--- config.mk ---
export PLATFORM = sky130hd
export DESIGN_NAME = sorted_list_insert_delete_flat
export DESIGN_NICKNAME = d
export VERILOG_FILES = /design/src/rtl/sli_pkg.sv /design/src/rtl/sli_in_if.sv /design/src/rtl/sli_out_if.sv /design/src/rtl/sli_cell.sv /design/src/rtl/sorted_list_insert_delete.sv /design/src/flat_wrapper.sv
export SDC_FILE = /design/constraint.sdc
export NUM_CORES = 2
export LEC_CHECK = 0
export ABC_AREA = 1
export BUFFER_PORTS_ARGS = -buffer_cell sky130_fd_sc_hd__buf_2
export CAP_MARGIN = 20
export CORE_MARGIN = 2
export CORE_UTILIZATION = 30
export DETAILED_ROUTE_END_ITERATION = 6
export SYNTH_ARGS = -nofsm -noshare
export SYNTH_HDL_FRONTEND = slang
export SYNTH_SLANG_ARGS = --single-unit
--- constraint.sdc ---
create_clock -name clk -period 4.7 [get_ports clk]
set_input_delay 0.47 -clock clk [delete_from_list [all_inputs] [get_ports clk]]
set_output_delay 0.47 -clock clk [all_outputs]
set_load 0.05 [all_outputs]
--- src/rtl/sli_pkg.sv ---
// Shared types and constants for the sorted list insert/delete block.
package sli_pkg;

	// Fixed widths of the word fields on the channels.
	localparam int ACTION_W = 1;
	localparam int VALUE_W  = 32;
	localparam int STATUS_W = 2;
	localparam int COUNT_W  = 5;

	// Defaults for the top-level parameters.
	localparam int DEF_CAPACITY   = 16;
	localparam int DEF_DATA_WIDTH = 32;

	// Operation codes carried in the action field.
	typedef enum logic [ACTION_W-1:0] {
		ACT_INSERT = 1'b0,
		ACT_DELETE = 1'b1
	} action_t;

	// Status codes reported with every result word.
	typedef enum logic [STATUS_W-1:0] {
		ST_OK        = 2'd0,
		ST_EMPTY     = 2'd1,
		ST_NOT_FOUND = 2'd2,
		ST_FULL      = 2'd3
	} status_t;

	// Per-cycle command broadcast to every cell of the row.
	typedef struct packed {
		logic ins;
		logic del;
	} cell_ctrl_t;

endpackage

--- src/rtl/sli_in_if.sv ---
// Request channel: one insert or delete word per handshake.
interface sli_in_if import sli_pkg::*; ();
	logic                      valid;
	logic                      ready;
	logic [ACTION_W-1:0]       action;
	logic signed [VALUE_W-1:0] value;

	modport source (output valid, action, value, input ready);
	modport sink (input valid, action, value, output ready);
endinterface

--- src/rtl/sli_out_if.sv ---
// Response channel: status, entry count and the list bounds per handshake.
interface sli_out_if import sli_pkg::*; ();
	logic                      valid;
	logic                      ready;
	logic [STATUS_W-1:0]       status;
	logic [COUNT_W-1:0]        entry_count;
	logic signed [VALUE_W-1:0] smallest;
	logic signed [VALUE_W-1:0] largest;

	modport source (output valid, status, entry_count, smallest, largest, input ready);
	modport sink (input valid, status, entry_count, smallest, largest, output ready);
endinterface

--- src/rtl/sli_cell.sv ---
// One cell of the sorted row: holds one entry and trades it with its neighbors.
module sli_cell import sli_pkg::*; #(
	parameter int DATA_WIDTH = DEF_DATA_WIDTH
) (
	input  logic                         clk,
	input  logic                         arst_n,
	input  cell_ctrl_t                   ctrl,
	input  logic signed [DATA_WIDTH-1:0] operand,
	input  logic signed [DATA_WIDTH-1:0] left_entry,
	input  logic                         left_valid,
	input  logic                         left_ge,
	input  logic signed [DATA_WIDTH-1:0] right_entry,
	input  logic                         right_valid,
	output logic signed [DATA_WIDTH-1:0] entry,
	output logic                         valid,
	output logic                         ge,
	output logic                         eq
);

	logic signed [DATA_WIDTH-1:0] entry_q;
	logic                         valid_q;

	// An empty cell counts as holding a value above every operand, so the
	// ge flags along the row form a thermometer that marks the insert point.
	assign ge    = !valid_q || (operand <= entry_q);
	assign eq    = valid_q && (operand == entry_q);
	assign entry = entry_q;
	assign valid = valid_q;

	// Valid bits: insert grows the row by one, delete pulls from the right.
	always_ff @(posedge clk or negedge arst_n) begin
		if (!arst_n) begin
			valid_q <= 1'b0;
		end else if (ctrl.ins) begin
			valid_q <= valid_q | left_valid;
		end else if (ctrl.del && ge) begin
			valid_q <= right_valid;
		end
	end

	// Entry data: the first cell at or above the operand takes it, the cells
	// behind it take their left neighbor; on delete they take the right one.
	always_ff @(posedge clk) begin
		if (ctrl.ins && ge && !left_ge) begin
			entry_q <= operand;
		end else if (ctrl.ins && ge && left_valid) begin
			entry_q <= left_entry;
		end else if (ctrl.del && ge) begin
			entry_q <= right_entry;
		end
	end

endmodule

--- src/rtl/sorted_list_insert_delete.sv ---
// Top level of the sorted list: a row of cells plus handshake and result logic.
//
//  channel | dir | fields                                   | meaning
//  req     | in  | action, value                            | insert or delete one value
//  rsp     | out | status, entry_count, smallest, largest   | one result word per request
//
// Each request word is applied to the whole cell row in parallel, so a word
// is taken every cycle as long as the result words are taken as fast.
// The cycle is set by the compare in each cell and the match OR across the row.
// The request side holds off while a result word waits to be taken.
// Reset empties the list at once; no clearing pass is needed.
module sorted_list_insert_delete import sli_pkg::*; #(
	parameter int CAPACITY   = DEF_CAPACITY,
	parameter int DATA_WIDTH = DEF_DATA_WIDTH
) (
	input logic clk,
	input logic arst_n,
	sli_in_if.sink   req,
	sli_out_if.source rsp
);

	localparam int CNT_W = $clog2(CAPACITY + 1);

	logic signed [DATA_WIDTH-1:0] entries [CAPACITY];
	logic [CAPACITY-1:0]          valids;
	logic [CAPACITY-1:0]          ges;
	logic [CAPACITY-1:0]          eqs;
	logic signed [DATA_WIDTH-1:0] operand;
	cell_ctrl_t                   ctrl;
	logic                         accept;
	logic                         is_insert;
	logic                         full;
	logic                         empty;
	logic                         found;
	status_t                      status_d;
	status_t                      status_q;
	logic [CNT_W-1:0]             count_q;
	logic                         rsp_valid_q;
	logic signed [DATA_WIDTH-1:0] largest_d;

	assign operand   = DATA_WIDTH'(req.value);
	assign accept    = req.valid && req.ready;
	assign req.ready = !rsp_valid_q || rsp.ready;
	assign is_insert = (action_t'(req.action) == ACT_INSERT);
	assign full      = valids[CAPACITY-1];
	assign empty     = !valids[0];
	assign found     = |eqs;

	// Row of cells, each wired to its two neighbors.
	for (genvar i = 0; i < CAPACITY; i++) begin : g_cell
		logic signed [DATA_WIDTH-1:0] l_entry;
		logic                         l_valid;
		logic                         l_ge;
		logic signed [DATA_WIDTH-1:0] r_entry;
		logic                         r_valid;

		if (i == 0) begin : g_head
			assign l_entry = '0;
			assign l_valid = 1'b1;
			assign l_ge    = 1'b0;
		end else begin : g_body
			assign l_entry = entries[i-1];
			assign l_valid = valids[i-1];
			assign l_ge    = ges[i-1];
		end

		if (i == CAPACITY - 1) begin : g_tail
			assign r_entry = '0;
			assign r_valid = 1'b0;
		end else begin : g_inner
			assign r_entry = entries[i+1];
			assign r_valid = valids[i+1];
		end

		sli_cell #(
			.DATA_WIDTH(DATA_WIDTH)
		) u_cell (
			.clk        (clk),
			.arst_n     (arst_n),
			.ctrl       (ctrl),
			.operand    (operand),
			.left_entry (l_entry),
			.left_valid (l_valid),
			.left_ge    (l_ge),
			.right_entry(r_entry),
			.right_valid(r_valid),
			.entry      (entries[i]),
			.valid      (valids[i]),
			.ge         (ges[i]),
			.eq         (eqs[i])
		);
	end

	// Command decode and status for the word being accepted.
	always_comb begin
		ctrl.ins = accept && is_insert && !full;
		ctrl.del = accept && !is_insert && found;
		if (is_insert && full) begin
			status_d = ST_FULL;
		end else if (!is_insert && empty) begin
			status_d = ST_EMPTY;
		end else if (!is_insert && !found) begin
			status_d = ST_NOT_FOUND;
		end else begin
			status_d = ST_OK;
		end
	end

	// Result register and entry count.
	always_ff @(posedge clk or negedge arst_n) begin
		if (!arst_n) begin
			rsp_valid_q <= 1'b0;
			count_q     <= '0;
		end else begin
			if (accept) begin
				rsp_valid_q <= 1'b1;
			end else if (rsp.ready) begin
				rsp_valid_q <= 1'b0;
			end
			if (ctrl.ins) begin
				count_q <= count_q + 1'b1;
			end else if (ctrl.del) begin
				count_q <= count_q - 1'b1;
			end
		end
	end

	always_ff @(posedge clk) begin
		if (accept) begin
			status_q <= status_d;
		end
	end

	// The largest entry sits in the last valid cell of the row.
	always_comb begin
		largest_d = '0;
		for (int i = 0; i < CAPACITY; i++) begin
			if (valids[i] && (i == CAPACITY - 1 || !valids[(i + 1) % CAPACITY])) begin
				largest_d = largest_d | entries[i];
			end
		end
	end

	assign rsp.valid       = rsp_valid_q;
	assign rsp.status      = status_q;
	assign rsp.entry_count = COUNT_W'(count_q);
	assign rsp.smallest    = valids[0] ? VALUE_W'(entries[0]) : '0;
	assign rsp.largest     = VALUE_W'(largest_d);

	// The count register always matches the number of occupied cells.
	a_count_match: assert property (@(posedge clk) disable iff (!arst_n)
		$countones(valids) == 32'(count_q))
		else $error("entry count disagrees with occupied cells");

	// Occupied cells always form a contiguous run from the head of the row.
	a_valid_packed: assert property (@(posedge clk) disable iff (!arst_n)
		((valids >> 1) & ~valids) == '0)
		else $error("occupied cells are not packed at the head");

	// A full report is only given when every cell was occupied.
	a_full_status: assert property (@(posedge clk) disable iff (!arst_n)
		accept && status_d == ST_FULL |=> count_q == CNT_W'(CAPACITY))
		else $error("full status with free cells");

	// An accepted word always leaves a result word pending.
	a_rsp_follows: assert property (@(posedge clk) disable iff (!arst_n)
		accept |=> rsp.valid)
		else $error("accepted word produced no result");

endmodule

--- src/flat_wrapper.sv ---
// flat-port wrapper written by rule: the top's interface ports become plain ports
module sorted_list_insert_delete_flat import sli_pkg::*;
#(
	parameter int CAPACITY   = DEF_CAPACITY,
	parameter int DATA_WIDTH = DEF_DATA_WIDTH
)
  (clk, arst_n, req_valid, req_action, req_value, req_ready, rsp_valid, rsp_status, rsp_entry_count, rsp_smallest, rsp_largest, rsp_ready);
  sli_in_if req_i ();
  sli_out_if rsp_i ();
  input logic clk;
  input logic arst_n;
  input wire logic [$bits(req_i.valid)-1:0] req_valid;
  input wire logic [$bits(req_i.action)-1:0] req_action;
  input wire logic [$bits(req_i.value)-1:0] req_value;
  output wire logic [$bits(req_i.ready)-1:0] req_ready;
  output wire logic [$bits(rsp_i.valid)-1:0] rsp_valid;
  output wire logic [$bits(rsp_i.status)-1:0] rsp_status;
  output wire logic [$bits(rsp_i.entry_count)-1:0] rsp_entry_count;
  output wire logic [$bits(rsp_i.smallest)-1:0] rsp_smallest;
  output wire logic [$bits(rsp_i.largest)-1:0] rsp_largest;
  input wire logic [$bits(rsp_i.ready)-1:0] rsp_ready;
  assign req_i.valid = req_valid;
  assign req_i.action = req_action;
  assign req_i.value = req_value;
  assign req_ready = req_i.ready;
  assign rsp_valid = rsp_i.valid;
  assign rsp_status = rsp_i.status;
  assign rsp_entry_count = rsp_i.entry_count;
  assign rsp_smallest = rsp_i.smallest;
  assign rsp_largest = rsp_i.largest;
  assign rsp_i.ready = rsp_ready;
  sorted_list_insert_delete #(.CAPACITY(CAPACITY), .DATA_WIDTH(DATA_WIDTH)) u_core (.clk(clk), .arst_n(arst_n), .req(req_i), .rsp(rsp_i));
endmodule
Word-level counts from Yosys, hierarchy flattened
Index checks and enable logic that the tools add are counted.
- add/subtract/negate cells: 2
- $lt $le $gt $ge: 16
- equal/unequal tests: 16
- muxes and demuxes: 102
- bitwise gates (word level): 31
- reduce and logical (&&, ||, !) cells: 187
- operators with widths (cell ; count):
    32-bit two-way mux ; 64
    32-bit == test ; 16
    32-bit <= comparator ; 16
    32-bit OR ; 15
    1-bit logical AND ; 101
    3-bit nonzero test ; 15
    2-bit nonzero test ; 19
    1-bit two-way mux ; 34
    1-bit logical NOT ; 33
    1-bit logical OR ; 17
    16-bit OR reduction ; 1
    1-bit OR ; 15
    5-bit two-way mux ; 2
    5-bit by 1-bit adder with 5-bit output (second input constant) ; 1
    5-bit by 1-bit subtractor with 5-bit output (second input constant) ; 1
    2-bit two-way mux ; 2
    2-bit OR reduction ; 1
    1-bit NOT ; 1
- register bits: 536
- input port bits: 37
- output and inout port bits: 73

Logic depth before layout (Yosys ltp)
- depth after elaboration: 33
- gate-level depth with buffers: 22
- gate-level depth less buffers: 20

Hierarchy
A second synthesis with hierarchy kept.
- cell total of the unflattened synthesis: 7922
- area total of the unflattened synthesis: 53136.0 um^2
- modules (own cells, without submodules) (module ; times used ; cells each ; area each (um^2)):
    sli_cell ; 16 ; 435 ; 3045.4
    sorted_list_insert_delete ; 1 ; 962 ; 4409.2

Worst setup path after synthesis
Ideal clock, no wire load.
- path type: input to register
- start: input req_value[0]
- end: register u_core.g_cell[0].u_cell.entry_q[0], enable pin
- arrival time: 3.347 ns
- required time: 4.279 ns
- path slack: 0.932 ns
- cell stages on the path: 13
- path buffers: 1
- cell sequence: clkbuf_1 -> inv_1 -> ha_1 -> nand4_1 -> nor2_1 -> nand3_1 -> nand2_1 -> nor2_1 -> nand2_1 -> nor2_1 -> nor2_2 -> nor2_1 -> nor2_1
- longest elaborated chain between the ends: 6
- elaborated cells on any way between the ends: 39
- classes of those cells: 1 x order compare; 16 x eq/ne; 22 x reduce/logical
- ends and longest elaborated chain (what ; RTL line ; source):
    from (decl) ; flat_wrapper.sv:14 ; input wire logic [$bits(req_i.value)-1:0] req_value;
    parallel branches: the longest is 5 deep, another holds 32-bit <= comparator ; - ;
    2-bit nonzero test (no line) (*) ; - ;
    to (signal assigned) ; sli_cell.sv:45 ; entry_q <= operand;
    to (signal assigned) ; sli_cell.sv:47 ; entry_q <= left_entry;
    to (signal assigned) ; sli_cell.sv:49 ; entry_q <= right_entry;
    to (decl) ; sli_cell.sv:20 ; logic signed [DATA_WIDTH-1:0] entry_q;
Mark *: on every way between the ends.
A chain may end at the register's enable or synchronous reset.

Worst setup path after layout
- start: register u_core.g_cell[13].u_cell.valid_q
- end: output rsp_largest[23]
- longest elaborated chain between the ends: 9
- elaborated cells on any way between the ends: 10
- classes of those cells: 4 x mux; 3 x bitwise; 3 x reduce/logical
- ends and longest elaborated chain (what ; RTL line ; source):
    from (decl) ; sli_cell.sv:21 ; logic valid_q;
    from (signal assigned) ; sli_cell.sv:35 ; valid_q <= valid_q | left_valid;
    from (signal assigned) ; sli_cell.sv:37 ; valid_q <= right_valid;
    1-bit logical NOT ; sorted_list_insert_delete.sv:138 ; if (valids[i] && (i == CAPACITY - 1 || !valids[(i + 1) % CAPACITY])) begin
    1-bit logical AND ; sorted_list_insert_delete.sv:138 ;
    32-bit two-way mux ; sorted_list_insert_delete.sv:138 ;
    32-bit OR ; sorted_list_insert_delete.sv:139 ; largest_d = largest_d | entries[i];
    32-bit two-way mux (*) ; sorted_list_insert_delete.sv:138 ;
    32-bit OR ; sorted_list_insert_delete.sv:139 ;
    32-bit two-way mux (*) ; sorted_list_insert_delete.sv:138 ;
    32-bit OR ; sorted_list_insert_delete.sv:139 ;
    32-bit two-way mux (*) ; sorted_list_insert_delete.sv:138 ;
    to (decl) ; flat_wrapper.sv:20 ; output wire logic [$bits(rsp_i.largest)-1:0] rsp_largest;
Mark *: on every way between the ends. The rest lies on a longest branch, timed or not.

==> out/results.ini <==
[cts]
clock_tree.root_cell=clkbuf_16
cts_setup_buffers=0
numCtsBuffers=70
clk_latency_ns=0.68
h-tree-depth=3
cts_sinks=536
clk_pin_slew_ns=0.06
clockBufferDepth=3
cts_tree=yes

[worst_setup_path]
critPathArrivalTime_ns=4.15
r2r_slack_ns=0.67
crit_family=buffers and inverters
cp_max_fo=38
slowest_delay_ns=0.51
required_ns=4.23
worstSetupPathType=flop to output port
crit_top_cell=buf_4
cp-end-kind=output port
startpoint_type=flop
crit_buf_inv=4
slowest_stage=inv_2
path_cells=buf_4 -> nor2_1 -> inv_2 -> buf_4 -> o22ai_1 -> a221oi_1 -> o2111ai_1 -> buf_2

[yosys]
synth_flop_cell=edfxtp_1
synth_top_family_by_area=simple AND/OR/NAND/NOR gates
yosys.area_share.simple_pct=33.9
synth_fa_ha_area_share_pct=13.8
synth_compound_area_share_pct=7.87
postSynthCellCount=6439
yosysWarnings=0
synth_enable_flop_cells=514
synth_seq_cells=536
synth_xor_area_share_pct=0.0748
ys_seq_area_share_pct=34.1
syn_area_per_cell_um2=7.27
async_reset_ff_share_pct=4.10
synth_cell_type_count=44
synth_mux_area_share_pct=0
synth_fp_nets=6992
netlist_area_um2=46800

[detailed_routing]
routedWlPerCell_um=23.2
drcViolationCount=1
drt_iter0_drc=6426
first_pass_iters=7
antenna_left=0
routed_wl_um=199000
vias_per_cell=5.53
dr_total_vias=47259

[sta]
post-route-period-util_pct=98.2
drv_slew=0
tns_ns=0
fmax_mhz=217
hold_viol=0
slew_headroom_pct=23.6
worst_pin_slew_ns=1.14
setup_violations=0
skew_ns=0.0228
rsz0062_at_grt=no
period_needed_ns=4.62

[hold_path]
worstHoldPathType=primary input to flop

[cells_and_area]
final_nets=6999
antenna_cells=0
fillers=16408
final_common_cell=nand2_1
layout.cells.most_common_list=nand2_1 (2,206), inv_1 (728), nand3_1 (603)
regArea_um2=16000
drive_above_1_share_pct=7.74
area_growth_pct=11.9
stdcell_area_um2=52400
multi_input_area_um2=26100

[placed_design]
place_area_um2=50300
placement.io_buffers=109
hpwlAfterDp_um=151000
gp_congestion=0.940

[outcome]
failed_checks=design-rule violations
outcome=finished with violations

[grt]
grt_pass1_vias=44303
grt_overflow=0
grt_start_max_net_pins=139
grt.total_usage_pct=24.4
antenna_found_initial=2
grt_pass1_wl_um=293000

[die]
die_y_um=399
coreArea_um2=155000
die-area_um2=159000
io_pins=110
start_util_pct=30.3
num_rows=144
die_x_um=399

[power]
power_mw=20.0
power_density_nw_per_um2=381
ir_drop_mv=0.325
p_leak_nw=25.1

[run]
drv_cap=0

## tightest hold or removal path, stage by stage
cell,delay [ns]
buf_2,0.07
nand2_1,0.08
nand2_1,0.07
## metal layers
metal  wire length [um]  global-route usage (%)
met4              11200                    12.1
met1              83500                    33.3
met5                 13                       0
met3              17600                    3.82
met2              86300                    37.2
## what timing repair did
action,4_1_cts,5_1_grt
hold buffers,1,0
endpoints found under the hold margin,22,0
gates resized for setup,0,1
endpoints found under the setup margin,0,1
## synthesized netlist by cell type (4+ instances only)
master     instances  area [um2]
nor4_1            33         206
a2111oi_0          5        43.8
nor2_1           198         743
clkinv_1           4        15.0
buf_4             38         285
ha_1             515        6440
buf_2            163         816
nand3b_1          11        82.6
a221oi_1          18         158
nand3_2           23         230
edfxtp_1         514       15400
inv_1            728        2730
nand2_1         2212        8300
buf_6              7        78.8
nand3_1          603        3020
buf_1             17        63.8
nand4_1          474        2970
a21o_1            16         120
a21oi_1          246        1230
dfrtp_1           22         551
o2111ai_1         19         166
inv_2             32         120
o22ai_1          187        1170
nor2_2             4        25.0
clkbuf_1         177         664
o21ai_0           94         470
o221ai_1           6        52.6
nor3_1            14        70.1
o21a_1            29         218
nand3_4           11         193
## per-stage QoR
stage                     hold WS, ns  instances  setup WS (ns)  util, %
after detailed placement        0.499       8417          0.510     32.6
after global routing           0.0876       8542          0.106     33.9
after CTS                      0.0487       8542         0.0696     33.9
final                          0.0647       8542         0.0835     33.9
after global placement          0.507       8417          0.501     32.6
after floorplan                 0.174       6439          0.932        -
## flip-flops by register name (all words and copies together) (netlist names)
| register | flops |
|---|---|
| u_core.g_cell.u_cell.entry | 512 |
| u_core.g_cell.u_cell.valid | 16 |
| u_core.rsp.entry_count | 5 |
| u_core.rsp.status | 2 |
| u_core.rsp.valid | 1 |
## logic make-up after synthesis
group	count (synthesis)
AOI/OAI and AO/OA	628
DFF	536
and+or+nand+nor	3588
adders and majority gates	516
buffers and inverters	1167
xor gates and xnor gates	4
## final timing paths
kind | from | to | cells after the start
max reg2reg | u_core.g_cell[15].u_cell.entry[31] | u_core.g_cell[11].u_cell.entry[26] | 16
max | u_core.g_cell[13].u_cell.valid | rsp_largest[23] | 8
min | req_valid | u_core.rsp.valid | 3
min reg2reg | u_core.rsp.entry_count[3] | u_core.rsp.entry_count[3] | 2
min in group asynchronous | arst_n | u_core.g_cell[15].u_cell.valid | 2
max in group asynchronous | arst_n | u_core.g_cell[0].u_cell.valid | 2
## report_power, final
| part | total (mW) | switching, mW | internal, mW |
|---|---|---|---|
| clock network | 5.23 | 2.37 | 2.86 |
| registers | 5.89 | 0.200 | 5.69 |
| logic | 8.83 | 6.44 | 2.39 |
| total | 20.0 | 9.00 | 10.9 |
## layout make-up
class,count,area share [%]
multi-input combinational,4736,49.8
clock inverter,22,0.272
timing repair buffer,337,5.37
inverter,765,5.51
sequential,536,30.5
clock buffer,102,3.63
tap,2044,4.88
Note: power is estimated with default switching activity, not from simulation.
